[src/hdl/fdi_pkg.sv]
// ----------------------------------------------------------------------------
// fdi_pkg
// Shared constants, types and fixed-point helpers for the field delta
// indicator: widths, reciprocal constants and register map.
// ----------------------------------------------------------------------------
package fdi_pkg;

  // Sizing
  localparam int WinLen     = 5;
  localparam int CalibLen   = 100;
  localparam int SampleBits = 10;
  localparam int FracBits   = 24;
  localparam int QW         = FracBits + 1;  // Q0.24 including 1.0
  localparam int Shift      = FracBits - SampleBits;

  localparam int SumW  = $clog2(WinLen * ((1 << SampleBits) - 1) + 1);
  localparam int CalW  = $clog2(CalibLen * ((1 << SampleBits) - 1) + 1);
  localparam int CntW  = $clog2(CalibLen + 2);
  localparam int SlotW = (WinLen > 1) ? $clog2(WinLen) : 1;

  // Division by a constant: floor(x / C) = (x * K) >> N with
  // N = bits(x) + ceil(log2 C) and K = ceil(2^N / C).
  localparam int MeanXW = SumW + Shift;
  localparam int MeanN  = MeanXW + $clog2(WinLen);
  localparam longint unsigned MeanK =
    ((64'd1 << MeanN) + 64'(WinLen) - 64'd1) / 64'(WinLen);
  localparam int MeanKW = $clog2(MeanK + 64'd1);
  localparam int MeanPW = MeanXW + MeanKW;

  localparam int CalXW = CalW + Shift;
  localparam int CalN  = CalXW + $clog2(CalibLen);
  localparam longint unsigned CalK =
    ((64'd1 << CalN) + 64'(CalibLen) - 64'd1) / 64'(CalibLen);
  localparam int CalKW = $clog2(CalK + 64'd1);
  localparam int CalPW = CalXW + CalKW;

  // Q0.24 landmarks
  localparam logic [QW-1:0] QOne  = QW'(1) << FracBits;
  localparam logic [QW-1:0] QHalf = QW'(1) << (FracBits - 1);

  // Colour thresholds on 5*delta
  localparam int D5W = QW + 3;
  localparam logic [D5W-1:0] TwoOne   = D5W'(2) << FracBits;
  localparam logic [D5W-1:0] ThreeOne = D5W'(3) << FracBits;

  // LED power arithmetic, all exact on integers
  localparam int PW = 36;
  localparam logic [PW-1:0] NeutLoOfs = PW'(390);                    // 400 - 10
  localparam logic [PW-1:0] NeutHiNum = PW'(600) << FracBits;
  localparam logic [PW-1:0] BelowNum  = PW'((64'd512 << FracBits) / 64'd5);
  localparam logic [PW-1:0] AboveNum  = PW'(((64'd768 << FracBits) + 64'd4) / 64'd5);
  localparam logic [PW-1:0] PowerBase = PW'(10);

  // Register map
  localparam int AddrW = 4;
  localparam logic [1:0] RegDriftStep = 2'd0;
  localparam logic [1:0] RegBaseFloor = 2'd1;
  localparam logic [1:0] RegBaseCeil  = 2'd2;

  localparam logic [15:0]   DriftStepRst = 16'd168;
  localparam logic [QW-1:0] BaseFloorRst = QW'(1677722);
  localparam logic [QW-1:0] BaseCeilRst  = QW'(15099494);

  typedef enum logic [1:0] {
    ColNeutral = 2'd0,
    ColBelow   = 2'd1,
    ColAbove   = 2'd2
  } colour_e;

  typedef struct packed {
    logic [15:0]   drift_step;
    logic [QW-1:0] base_floor;
    logic [QW-1:0] base_ceil;
  } cfg_t;

endpackage

[src/hdl/fdi_cfg.sv]
// ----------------------------------------------------------------------------
// fdi_cfg
// APB-style register file: drift step, baseline floor and baseline ceiling.
// ----------------------------------------------------------------------------
module fdi_cfg import fdi_pkg::*; (
  input  logic             clk_i,
  input  logic             rst_ni,
  input  logic             psel,
  input  logic             penable,
  input  logic             pwrite,
  input  logic [AddrW-1:0] paddr,
  input  logic [31:0]      pwdata,
  output logic [31:0]      prdata,
  output logic             pready,
  output cfg_t             cfg_o
);

  cfg_t       cfg_q;
  logic       wr_en;
  logic [1:0] reg_idx;

  assign pready  = 1'b1;
  assign reg_idx = paddr[AddrW-1:2];
  assign wr_en   = psel & penable & pwrite;

  // Register writes on the access cycle
  always_ff @(posedge clk_i or negedge rst_ni) begin
    if (!rst_ni) begin
      cfg_q.drift_step <= DriftStepRst;
      cfg_q.base_floor <= BaseFloorRst;
      cfg_q.base_ceil  <= BaseCeilRst;
    end else if (wr_en) begin
      case (reg_idx)
        RegDriftStep: cfg_q.drift_step <= pwdata[15:0];
        RegBaseFloor: cfg_q.base_floor <= pwdata[QW-1:0];
        RegBaseCeil:  cfg_q.base_ceil  <= pwdata[QW-1:0];
        default: ;
      endcase
    end
  end

  // Read mux
  always_comb begin
    case (reg_idx)
      RegDriftStep: prdata = {16'd0, cfg_q.drift_step};
      RegBaseFloor: prdata = 32'(cfg_q.base_floor);
      RegBaseCeil:  prdata = 32'(cfg_q.base_ceil);
      default:      prdata = 32'd0;
    endcase
  end

  assign cfg_o = cfg_q;

endmodule

[src/hdl/field_delta_indicator.sv]
// ----------------------------------------------------------------------------
// field_delta_indicator
// Sensor sample to bar level, colour class, LED power and delta, with a
// calibrated, slowly drifting baseline.
// ----------------------------------------------------------------------------
// Usage:
//   Input channel: one sample per beat (in_valid_i / in_ready_o, sample_i).
//   Output channel: one result beat per sample (out_valid_o / out_ready_i)
//   carrying bar_level_o, colour_o, led_power_o, delta_o and calibrating_o.
//   Configuration: APB-style port, registers at 0x0 drift step, 0x4 baseline
//   floor, 0x8 baseline ceiling; write only while the block is idle.
//   Pipeline: four register stages, each with its own valid bit; out_valid_o
//   is the valid bit of the last stage.
//   Throughput: one sample per cycle unless out_ready_i stalls a full pipe.
//   Stages: window/calibration sums, constant-reciprocal means, delta and
//   baseline drift (the baseline loop closes inside one stage), then output
//   formatting into the result register.
//   Reset clears the window, sample count, calibration sum and baseline and
//   loads the register reset values; no clearing pass is needed.
//   When the receiver stalls, the result register holds and earlier stages
//   keep filling; in_ready_o drops only once every stage holds a sample.
//   calibrating_o is high for the first CalibLen samples.
// ----------------------------------------------------------------------------
module field_delta_indicator import fdi_pkg::*; (
  input  logic                  clk_i,
  input  logic                  rst_ni,
  // sample channel
  input  logic                  in_valid_i,
  output logic                  in_ready_o,
  input  logic [SampleBits-1:0] sample_i,
  // result channel
  output logic                  out_valid_o,
  input  logic                  out_ready_i,
  output logic [3:0]            bar_level_o,
  output logic [1:0]            colour_o,
  output logic [7:0]            led_power_o,
  output logic [QW-1:0]         delta_o,
  output logic                  calibrating_o,
  // configuration
  input  logic                  psel,
  input  logic                  penable,
  input  logic                  pwrite,
  input  logic [AddrW-1:0]      paddr,
  input  logic [31:0]           pwdata,
  output logic [31:0]           prdata,
  output logic                  pready
);

  cfg_t cfg;

  fdi_cfg u_cfg (
    .clk_i   (clk_i),
    .rst_ni  (rst_ni),
    .psel    (psel),
    .penable (penable),
    .pwrite  (pwrite),
    .paddr   (paddr),
    .pwdata  (pwdata),
    .prdata  (prdata),
    .pready  (pready),
    .cfg_o   (cfg)
  );

  // Stage handshake
  logic v1_q, v2_q, v3_q, v4_q;
  logic en2, en3, en4, in_fire;

  assign en4        = ~v4_q | out_ready_i;
  assign en3        = ~v3_q | en4;
  assign en2        = ~v2_q | en3;
  assign in_ready_o = ~v1_q | en2;
  assign in_fire    = in_valid_i & in_ready_o;

  always_ff @(posedge clk_i or negedge rst_ni) begin
    if (!rst_ni) begin
      v1_q <= 1'b0;
      v2_q <= 1'b0;
      v3_q <= 1'b0;
      v4_q <= 1'b0;
    end else begin
      if (in_ready_o) v1_q <= in_valid_i;
      if (en2)        v2_q <= v1_q;
      if (en3)        v3_q <= v2_q;
      if (en4)        v4_q <= v3_q;
    end
  end

  // --------------------------------------------------------------------------
  // Stage 1: moving window, sample count, calibration sum
  // --------------------------------------------------------------------------
  logic [SampleBits-1:0] win_q [WinLen];
  logic [SlotW-1:0]      slot_q;
  logic [SumW-1:0]       win_sum_q, win_sum_d;
  logic [CntW-1:0]       cnt_q, cnt_d;
  logic [CalW-1:0]       cal_sum_q, cal_sum_d;
  logic                  calib_d, cal_now_d;

  logic [SumW-1:0] p1_sum_q;
  logic [CalW-1:0] p1_cal_sum_q;
  logic            p1_cal_now_q, p1_calib_q;

  always_comb begin
    win_sum_d = win_sum_q - SumW'(win_q[slot_q]) + SumW'(sample_i);
    cnt_d     = (cnt_q < CntW'(CalibLen + 1)) ? cnt_q + CntW'(1) : cnt_q;
    calib_d   = (cnt_d <= CntW'(CalibLen));
    cal_now_d = (cnt_d == CntW'(CalibLen));
    cal_sum_d = calib_d ? cal_sum_q + CalW'(sample_i) : cal_sum_q;
  end

  always_ff @(posedge clk_i or negedge rst_ni) begin
    if (!rst_ni) begin
      for (int k = 0; k < WinLen; k++) win_q[k] <= '0;
      slot_q    <= '0;
      win_sum_q <= '0;
      cnt_q     <= '0;
      cal_sum_q <= '0;
    end else if (in_fire) begin
      win_q[slot_q] <= sample_i;
      slot_q        <= (slot_q == SlotW'(WinLen - 1)) ? '0 : slot_q + SlotW'(1);
      win_sum_q     <= win_sum_d;
      cnt_q         <= cnt_d;
      cal_sum_q     <= cal_sum_d;
    end
  end

  always_ff @(posedge clk_i) begin
    if (in_fire) begin
      p1_sum_q     <= win_sum_d;
      p1_cal_sum_q <= cal_sum_d;
      p1_cal_now_q <= cal_now_d;
      p1_calib_q   <= calib_d;
    end
  end

  // --------------------------------------------------------------------------
  // Stage 2: short mean and calibration mean via reciprocal multiply
  // --------------------------------------------------------------------------
  logic [MeanPW-1:0] mean_prod;
  logic [CalPW-1:0]  cal_prod;
  logic [QW-1:0]     p2_mean_q, p2_cal_base_q;
  logic              p2_cal_now_q, p2_calib_q;

  assign mean_prod = MeanPW'({p1_sum_q, Shift'(0)}) * MeanPW'(MeanK);
  assign cal_prod  = CalPW'({p1_cal_sum_q, Shift'(0)}) * CalPW'(CalK);

  always_ff @(posedge clk_i) begin
    if (en2 && v1_q) begin
      p2_mean_q     <= QW'(mean_prod >> MeanN);
      p2_cal_base_q <= QW'(cal_prod >> CalN);
      p2_cal_now_q  <= p1_cal_now_q;
      p2_calib_q    <= p1_calib_q;
    end
  end

  // --------------------------------------------------------------------------
  // Stage 3: clamped delta and baseline drift
  // --------------------------------------------------------------------------
  logic [QW-1:0]        base_q, base_eff, base_d, d_val;
  logic signed [QW+1:0] dl;
  logic [QW:0]          base_up;
  logic [QW-1:0]        p3_mean_q, p3_d_q;
  logic                 p3_calib_q;

  always_comb begin
    base_eff = p2_cal_now_q ? p2_cal_base_q : base_q;
    dl = $signed({2'b00, p2_mean_q}) - $signed({2'b00, base_eff})
       + $signed({2'b00, QHalf});
    if (dl < 0)                                d_val = '0;
    else if (dl > $signed({2'b00, QOne}))      d_val = QOne;
    else                                       d_val = dl[QW-1:0];

    base_up = {1'b0, base_eff} + (QW+1)'(cfg.drift_step);
    base_d  = base_eff;
    if (d_val < QHalf) begin
      if (base_eff > cfg.base_floor) begin
        base_d = (base_eff >= QW'(cfg.drift_step)) ? base_eff - QW'(cfg.drift_step) : '0;
      end
    end else begin
      if (base_eff < cfg.base_ceil) begin
        base_d = (base_up > {1'b0, QOne}) ? QOne : base_up[QW-1:0];
      end
    end
  end

  always_ff @(posedge clk_i or negedge rst_ni) begin
    if (!rst_ni) begin
      base_q <= '0;
    end else if (en3 && v2_q) begin
      base_q <= base_d;
    end
  end

  always_ff @(posedge clk_i) begin
    if (en3 && v2_q) begin
      p3_mean_q  <= p2_mean_q;
      p3_d_q     <= d_val;
      p3_calib_q <= p2_calib_q;
    end
  end

  // --------------------------------------------------------------------------
  // Stage 4: bar level, colour class, LED power into the result register
  // --------------------------------------------------------------------------
  logic [QW+3:0]  mean9;
  logic [D5W-1:0] d5;
  logic [PW-1:0]  d1000, d256, pwr;
  colour_e        col;

  logic [3:0]    bar_q;
  colour_e       col_q;
  logic [7:0]    pwr_q;
  logic [QW-1:0] delta_q;
  logic          calib_q;

  always_comb begin
    mean9 = (QW+4)'(p3_mean_q) * (QW+4)'(9);
    d5    = D5W'(p3_d_q) + {p3_d_q, 2'b00};
    d1000 = PW'(p3_d_q) * PW'(1000);
    d256  = PW'({p3_d_q, 8'd0});
    if (d5 > TwoOne && d5 < ThreeOne) begin
      col = ColNeutral;
      if (p3_d_q < QHalf) pwr = (d1000 >> FracBits) - NeutLoOfs;
      else                pwr = ((NeutHiNum - d1000) >> FracBits) + PowerBase;
    end else if (d5 <= TwoOne) begin
      col = ColBelow;
      pwr = ((BelowNum - d256) >> FracBits) + PowerBase;
    end else begin
      col = ColAbove;
      pwr = ((d256 - AboveNum) >> FracBits) + PowerBase;
    end
  end

  always_ff @(posedge clk_i) begin
    if (en4 && v3_q) begin
      bar_q   <= 4'(mean9 >> FracBits);
      col_q   <= col;
      pwr_q   <= pwr[7:0];
      delta_q <= p3_d_q;
      calib_q <= p3_calib_q;
    end
  end

  assign out_valid_o   = v4_q;
  assign bar_level_o   = bar_q;
  assign colour_o      = col_q;
  assign led_power_o   = pwr_q;
  assign delta_o       = delta_q;
  assign calibrating_o = calib_q;

endmodule
[config.mk]
export PLATFORM = sky130hd
export DESIGN_NAME = field_delta_indicator
export DESIGN_NICKNAME = d
export VERILOG_FILES = /design/src/hdl/fdi_pkg.sv /design/src/hdl/fdi_cfg.sv /design/src/hdl/field_delta_indicator.sv
export SDC_FILE = /design/constraint.sdc
export NUM_CORES = 2
export LEC_CHECK = 0
export BUFFER_PORTS_ARGS = -buffer_cell sky130_fd_sc_hd__buf_2
export CAP_MARGIN = 40
export CORE_UTILIZATION = 49
export CTS_CLUSTER_SIZE = 14
export DETAILED_ROUTE_END_ITERATION = 6
export HOLD_SLACK_MARGIN = 0.06
export PLACE_DENSITY_LB_ADDON = 0.12
export SLEW_MARGIN = 5
export SYNTH_ARGS = -nofsm -noshare
export SYNTH_HDL_FRONTEND = slang
export SYNTH_SLANG_ARGS = --single-unit
export TNS_END_PERCENT = 100
[constraint.sdc]
create_clock -name clk_i -period 8.5 [get_ports clk_i]
set_input_delay 1.7 -clock clk_i [delete_from_list [all_inputs] [get_ports clk_i]]
set_output_delay 1.7 -clock clk_i [all_outputs]
set_load 0.02 [all_outputs]
Word level (Yosys, flattened, before mapping)
Cells that the tools add are included.
{"block": "totals", "reg_bits": 360, "input_bits": 53, "output_inout_bits": 75}
{"block": "op_classes", "add_sub_neg": 17, "n_mul": 4, "magnitude_cmp": 15, "n_eq_ne": 4, "mux": 22, "bitwise": 12, "n_reduce_logical": 9}
{"op": "25-bit 2-to-1 mux", "count": 8}
{"op": "25-bit case mux with 3 select lines", "count": 1}
{"op": "31-bit by 32-bit subtractor with 32-bit output, first input constant", "count": 2}
{"op": "50-bit bitwise mux", "count": 1}
{"op": "25-bit by 24-bit less-than comparator with 1-bit output, second input constant", "count": 2}
{"op": "17-bit by 31-bit multiplier with 48-bit output, second input constant", "count": 1}
{"op": "13-bit by 28-bit multiplier with 41-bit output, second input constant", "count": 1}
{"op": "32-bit subtractor, second input constant", "count": 1}
{"op": "10-bit binary-select mux with 3-bit select", "count": 1}
{"op": "10-bit demux with 3-bit select", "count": 1}
{"op": "10-bit 2-to-1 mux", "count": 3}
{"op": "25-bit by 7-bit multiplier with 29-bit output, second input constant", "count": 1}
{"op": "25-bit by 27-bit adder with 28-bit output", "count": 1}
{"op": "28-bit by 26-bit > comparator with 1-bit output, second input constant", "count": 1}
{"op": "28-bit by 26-bit <= comparator with 1-bit output, second input constant", "count": 1}
{"op": "28-bit by 26-bit less-than comparator with 1-bit output, second input constant", "count": 1}
{"op": "25-bit by 4-bit multiplier with 28-bit output, second input constant", "count": 1}
{"op": "26-bit by 25-bit adder with 27-bit output, second input constant", "count": 1}
{"op": "27-bit by 26-bit > comparator with 1-bit output, second input constant", "count": 1}
{"op": "27-bit by 1-bit less-than comparator with 1-bit output, second input constant", "count": 1}
{"op": "25-bit by 16-bit adder with 26-bit output", "count": 1}
{"op": "26-bit by 25-bit > comparator with 1-bit output, second input constant", "count": 1}
{"op": "25-bit by 25-bit subtractor with 26-bit output", "count": 1}
{"op": "25-bit by 16-bit greater-or-equal comparator with 1-bit output", "count": 1}
{"op": "other kinds (30)", "count": 48}

Longest topological paths before layout
{"block": "logic_depth", "word_depth": 8, "mapped_depth": 28, "ltp_nobuf": 26}

Cells and area by module
Synthesis repeated with hierarchy kept, for this count alone.
{"block": "hier_totals", "cells_unflattened": 3913, "area_unflattened_um2": 38903.6}
{"module": "field_delta_indicator", "n_inst": 1, "cells_each": 3694, "area_per_inst_um2": 35781.8, "seq_area_each_um2": 8232.9}
{"module": "fdi_cfg", "n_inst": 1, "cells_each": 219, "area_per_inst_um2": 3121.7, "seq_area_each_um2": 1685.4}

Worst setup path after synthesis
No wires, ideal clock.
{"block": "synth_timing", "kind": "register to register", "startpoint": "register p1_cal_sum_q[14]", "endpoint": "register p2_cal_base_q[24] (data pin)", "setup_time_ns": 0.260, "arrival_ns": 6.671, "required_ns": 8.240, "setup_slack_ns": 1.570, "path_stages_with_launch": 23, "path_cell_list": "edfxtp_1 > fa_1 > inv_1 > fa_1 > fa_1 > fa_1 > inv_1 > fa_1 > fa_1 > ha_1 > a21o_1 > a21o_1 > a21o_1 > a21oi_1 > o21ai_1 > a21o_1 > a221o_1 > a21o_1 > a41o_1 > a41o_1 > o41ai_2 > o21ba_1 > xnor2_1"}
{"block": "synth_between", "elab_chain_cells": 1}
{"item": "start, declared", "line": "field_delta_indicator.sv:99", "rtl": "logic [CalW-1:0] p1_cal_sum_q;"}
{"item": "start signal, assigned", "line": "field_delta_indicator.sv:129", "rtl": "p1_cal_sum_q <= cal_sum_d;"}
{"item": "17-bit by 31-bit multiplier with 48-bit output", "line": "field_delta_indicator.sv:144", "rtl": "assign cal_prod = CalPW'({p1_cal_sum_q, Shift'(0)}) * CalPW'(CalK);"}
{"item": "net cal_prod[62]", "line": "field_delta_indicator.sv:139", "rtl": "logic [CalPW-1:0] cal_prod;"}
{"item": "end signal, assigned", "line": "field_delta_indicator.sv:149", "rtl": "p2_cal_base_q <= QW'(cal_prod >> CalN);"}
{"item": "end, declared", "line": "field_delta_indicator.sv:140", "rtl": "logic [QW-1:0] p2_mean_q, p2_cal_base_q;"}
The timed path passes the listed nets, and every way through them passes these cells.
A chain may end at the register's enable or synchronous reset.

Worst setup path in the final report
Ends and elaborated chain as after synthesis.

==> results.py <==
metrics = {
    "outcome": {
        "status": "finished, final reports clean",
    },
    "sta": {
        "fin_crit_ps": 7560,
        "tns_ps": 0,
        "setup_viol": 0,
        "drv_slew": 0,
        "final_hold_viol_count": 0,
        "finalCritPeriodShare_pct": 89.0,
        "fin_skew_ps": 38.1,
        "slew_headroom_pct": 33.7,
        "rsz0062_at_grt": "no",
        "worstMarginPinSlew_ps": 982,
        "timing.fmax_mhz": 132,
    },
    "drt": {
        "avgRoutedWirePerCell_um": 19.2,
        "antenna_left": 0,
        "viasPerCell": 5.52,
        "drt_iter0_drc": 1675,
        "wl_um": 98400,
        "drt_first_pass_iters": 5,
        "vias": 28300,
        "drc": 0,
    },
    "synthesis": {
        "synth-edff-count": 175,
        "async_reset_ff_share_pct": 51.4,
        "synth_common_cells": "inv_1 (649), ha_1 (564), fa_1 (320)",
        "ys_ff_latch": 360,
        "yosys.area.top_type_share_pct": 18.2,
        "synthesis.area_mm2": 0.0388,
        "synth.area.top_cells": "ha_1 (18%), fa_1 (17%), edfxtp_1 (14%)",
        "synthCells": 3963,
        "yosysWarnings": 0,
        "yosysMostFrequentCell": "inv_1",
        "synthDistinctLibCells": 111,
        "synth.largest_area_cell": "ha_1",
        "syn_area_per_cell_um2": 9.79,
        "synth-seq-area-share_pct": 25.6,
        "synth_ff_type": "edfxtp_1",
    },
    "critical_path": {
        "crit_buf_inv": 2,
        "crit_path_end_kind": "flop",
        "max_stage_delay_ps": 730,
        "crit_slowest_cell": "fa_1",
        "critPathRequiredTime_ps": 8840,
        "critPathLaunchType": "flop",
        "cp.arrival_ps": 7900,
        "crit_chain": "fa_1, inv_1, fa_1, fa_1, fa_1, inv_1, fa_1, fa_1, ha_1, a21o_1, a21o_1, a21o_1, a21oi_1, o21ai_1, a21o_1, a221o_1, a21o_1, a41o_1, a41o_1, o41ai_2, o21ba_1, xnor2_1",
        "cp_common_cell": "fa_1",
        "cp_top_family": "adder cells",
        "critPathKind": "reg2reg",
        "path_max_fanout": 6,
    },
    "clock_tree": {
        "tritoncts": "built",
        "clk_pin_slew_ps": 60,
        "cts_root_buf": "clkbuf_16",
        "cts_resized": 0,
        "numCtsBuffers": 46,
        "cts_sinks": 360,
        "post_cts_buffers": 0,
        "h-tree-depth": 2,
        "cts_max_path_buffers": 3,
        "worstSkewPairLatency_ps": 600,
        "postCtsHoldBufs": 0,
    },
    "floorplanning": {
        "core_mm2": 0.0780,
        "ioPinCount": 128,
        "num_rows": 102,
        "dieArea_mm2": 0.0803,
        "dieHeight_um": 283,
        "fp.dieW_um": 283,
        "start_util_pct": 49.8,
    },
    "finish": {
        "layout-drive-gt1-share_pct": 9.29,
        "regArea_mm2": 0.00992,
        "fin_nets": 4991,
        "fill_cells": 7141,
        "fin_cells": 5130,
        "syn2layout_area_growth_pct": 8.40,
        "diodes": 0,
        "post-route-util_pct": 54.0,
        "multi_input_area_mm2": 0.0261,
    },
    "global_routing": {
        "grt.total_usage_pct": 25.0,
        "first_global_vias": 28500,
        "antenna_found_initial": 1,
        "grt_overflow": 0,
        "grt_first_pass_wirelength_um": 159000,
        "grt_max_degree": 78,
    },
    "flow_run": {
        "maxCapViolCount": 0,
    },
    "place": {
        "numPlacedInstances": 5046,
        "gp_congestion": 0.918,
        "hpwl_um": 80400,
        "portBuffers": 110,
    },
    "hold_path": {
        "hold_class": "reg2reg",
    },
}
==> placed cells by master (no fill, tap or decap), drive strengths merged, types with 27 or more instances in the layout <==
master	instances
inv	655
ha	564
fa	320
nand2	255
o21ai	242
nor2	200
a21oi	183
edfxtp	175
dfrtp	158
buf	139
xnor2	131
a21o	86
nand3	63
clkbuf	60
mux2	59
mux2i	52
nor2b	50
nor3	49
xor2	47
o21a	42
nand4	40
nand2b	32
o211ai	30
dfstp	27
and3	27
==> logic make-up (layout without fill, tap and decap cells) <==
kind of cell / Yosys count / after routing / share of synthesized area, %
multiplexers: 121 / 121 / 3.63
adder cells (fa/ha/maj): 884 / 884 / 34.7
AND/OR/NAND/NOR: 839 / 839 / 10.6
XOR/XNOR: 178 / 178 / 4.09
buffers and inverters: 759 / 880 / 7.50
AO/OA/AOI/OAI: 820 / 820 / 14.0
other: 2 / 8 / 0.0193
flip-flops: 360 / 360 / 25.6
==> registers in the layout (all words and copies together) (netlist names), 2 cells and up <==
signal	flops
p1_cal_sum_q	17
p3_d_q	25
cal_sum_q	17
colour_o	2
base_q	25
p1_sum_q	13
delta_o	25
cnt_q	7
p2_cal_base_q	25
u_cfg.cfg_o	66
win_q	50
win_sum_q	13
slot_q	3
p3_mean_q	25
bar_level_o	4
led_power_o	8
p2_mean_q	25
==> layout make-up <==
class / count / area share [%]
multi-input cells: 2850 / 61.9
flip-flops and latches: 360 / 23.6
inverters: 656 / 5.85
well taps: 1040 / 3.09
clock buffers: 59 / 2.97
repair buffers: 140 / 1.90
clock inverters: 25 / 0.687
==> layer usage <==
metal / vias to the layer above / wire length (um) / part of all wire (%) / global-route usage, %
met4: 0 / 2280 / 2.3 / 5.96
met3: 110 / 3880 / 3.9 / 2.63
li1: 13800 / - / - / -
met2: 529 / 46200 / 47 / 41.1
met5: - / 0 / 0 / 0
met1: 13900 / 46000 / 47 / 35.5
==> stage by stage <==
step | worst slack (ps) | instance area, um2 | hold WS, ps
5_1_grt | 589 | 42100 | 445
3_5_place_dp | 992 | 40500 | 442
3_3_place_gp | 1010 | 40500 | 435
2_1_floorplan | 1570 | 38800 | 400
6_report | 937 | 42100 | 426
4_1_cts | 920 | 42100 | 446
==> worst paths after layout <==
path,cells after the start,startpoint,to,slack (ps)
max in group asynchronous,2,rst_ni,v3_q$_DFFE_PN0P_,6080
min in group asynchronous,1,rst_ni,cal_sum_q[2]$_DFFE_PN0P_,1160
worst max register to register,22,p1_cal_sum_q[14]$_DFFE_PP_,p2_cal_base_q[24]$_DFFE_PP_,940
worst max-delay path,22,p1_cal_sum_q[14]$_DFFE_PP_,p2_cal_base_q[24]$_DFFE_PP_,940
worst min register to register,0,p2_calib_q$_DFFE_PP_,p3_calib_q$_DFFE_PP_,430
worst min-delay path,0,p2_calib_q$_DFFE_PP_,p3_calib_q$_DFFE_PP_,430
==> worst reg2reg max path: cells and delay by family (launching register included) <==
family,cells,cell delay (ps)
adders and majority gates,7,3770
AOI/OAI and AO/OA,12,2740
buffers and inverters,2,200
xor gates and xnor gates,1,60
DFF,1,550
Power is left out: the tool's default activity adds up to more than one toggle a clock period on the data nets, which glitch-free logic cannot reach.
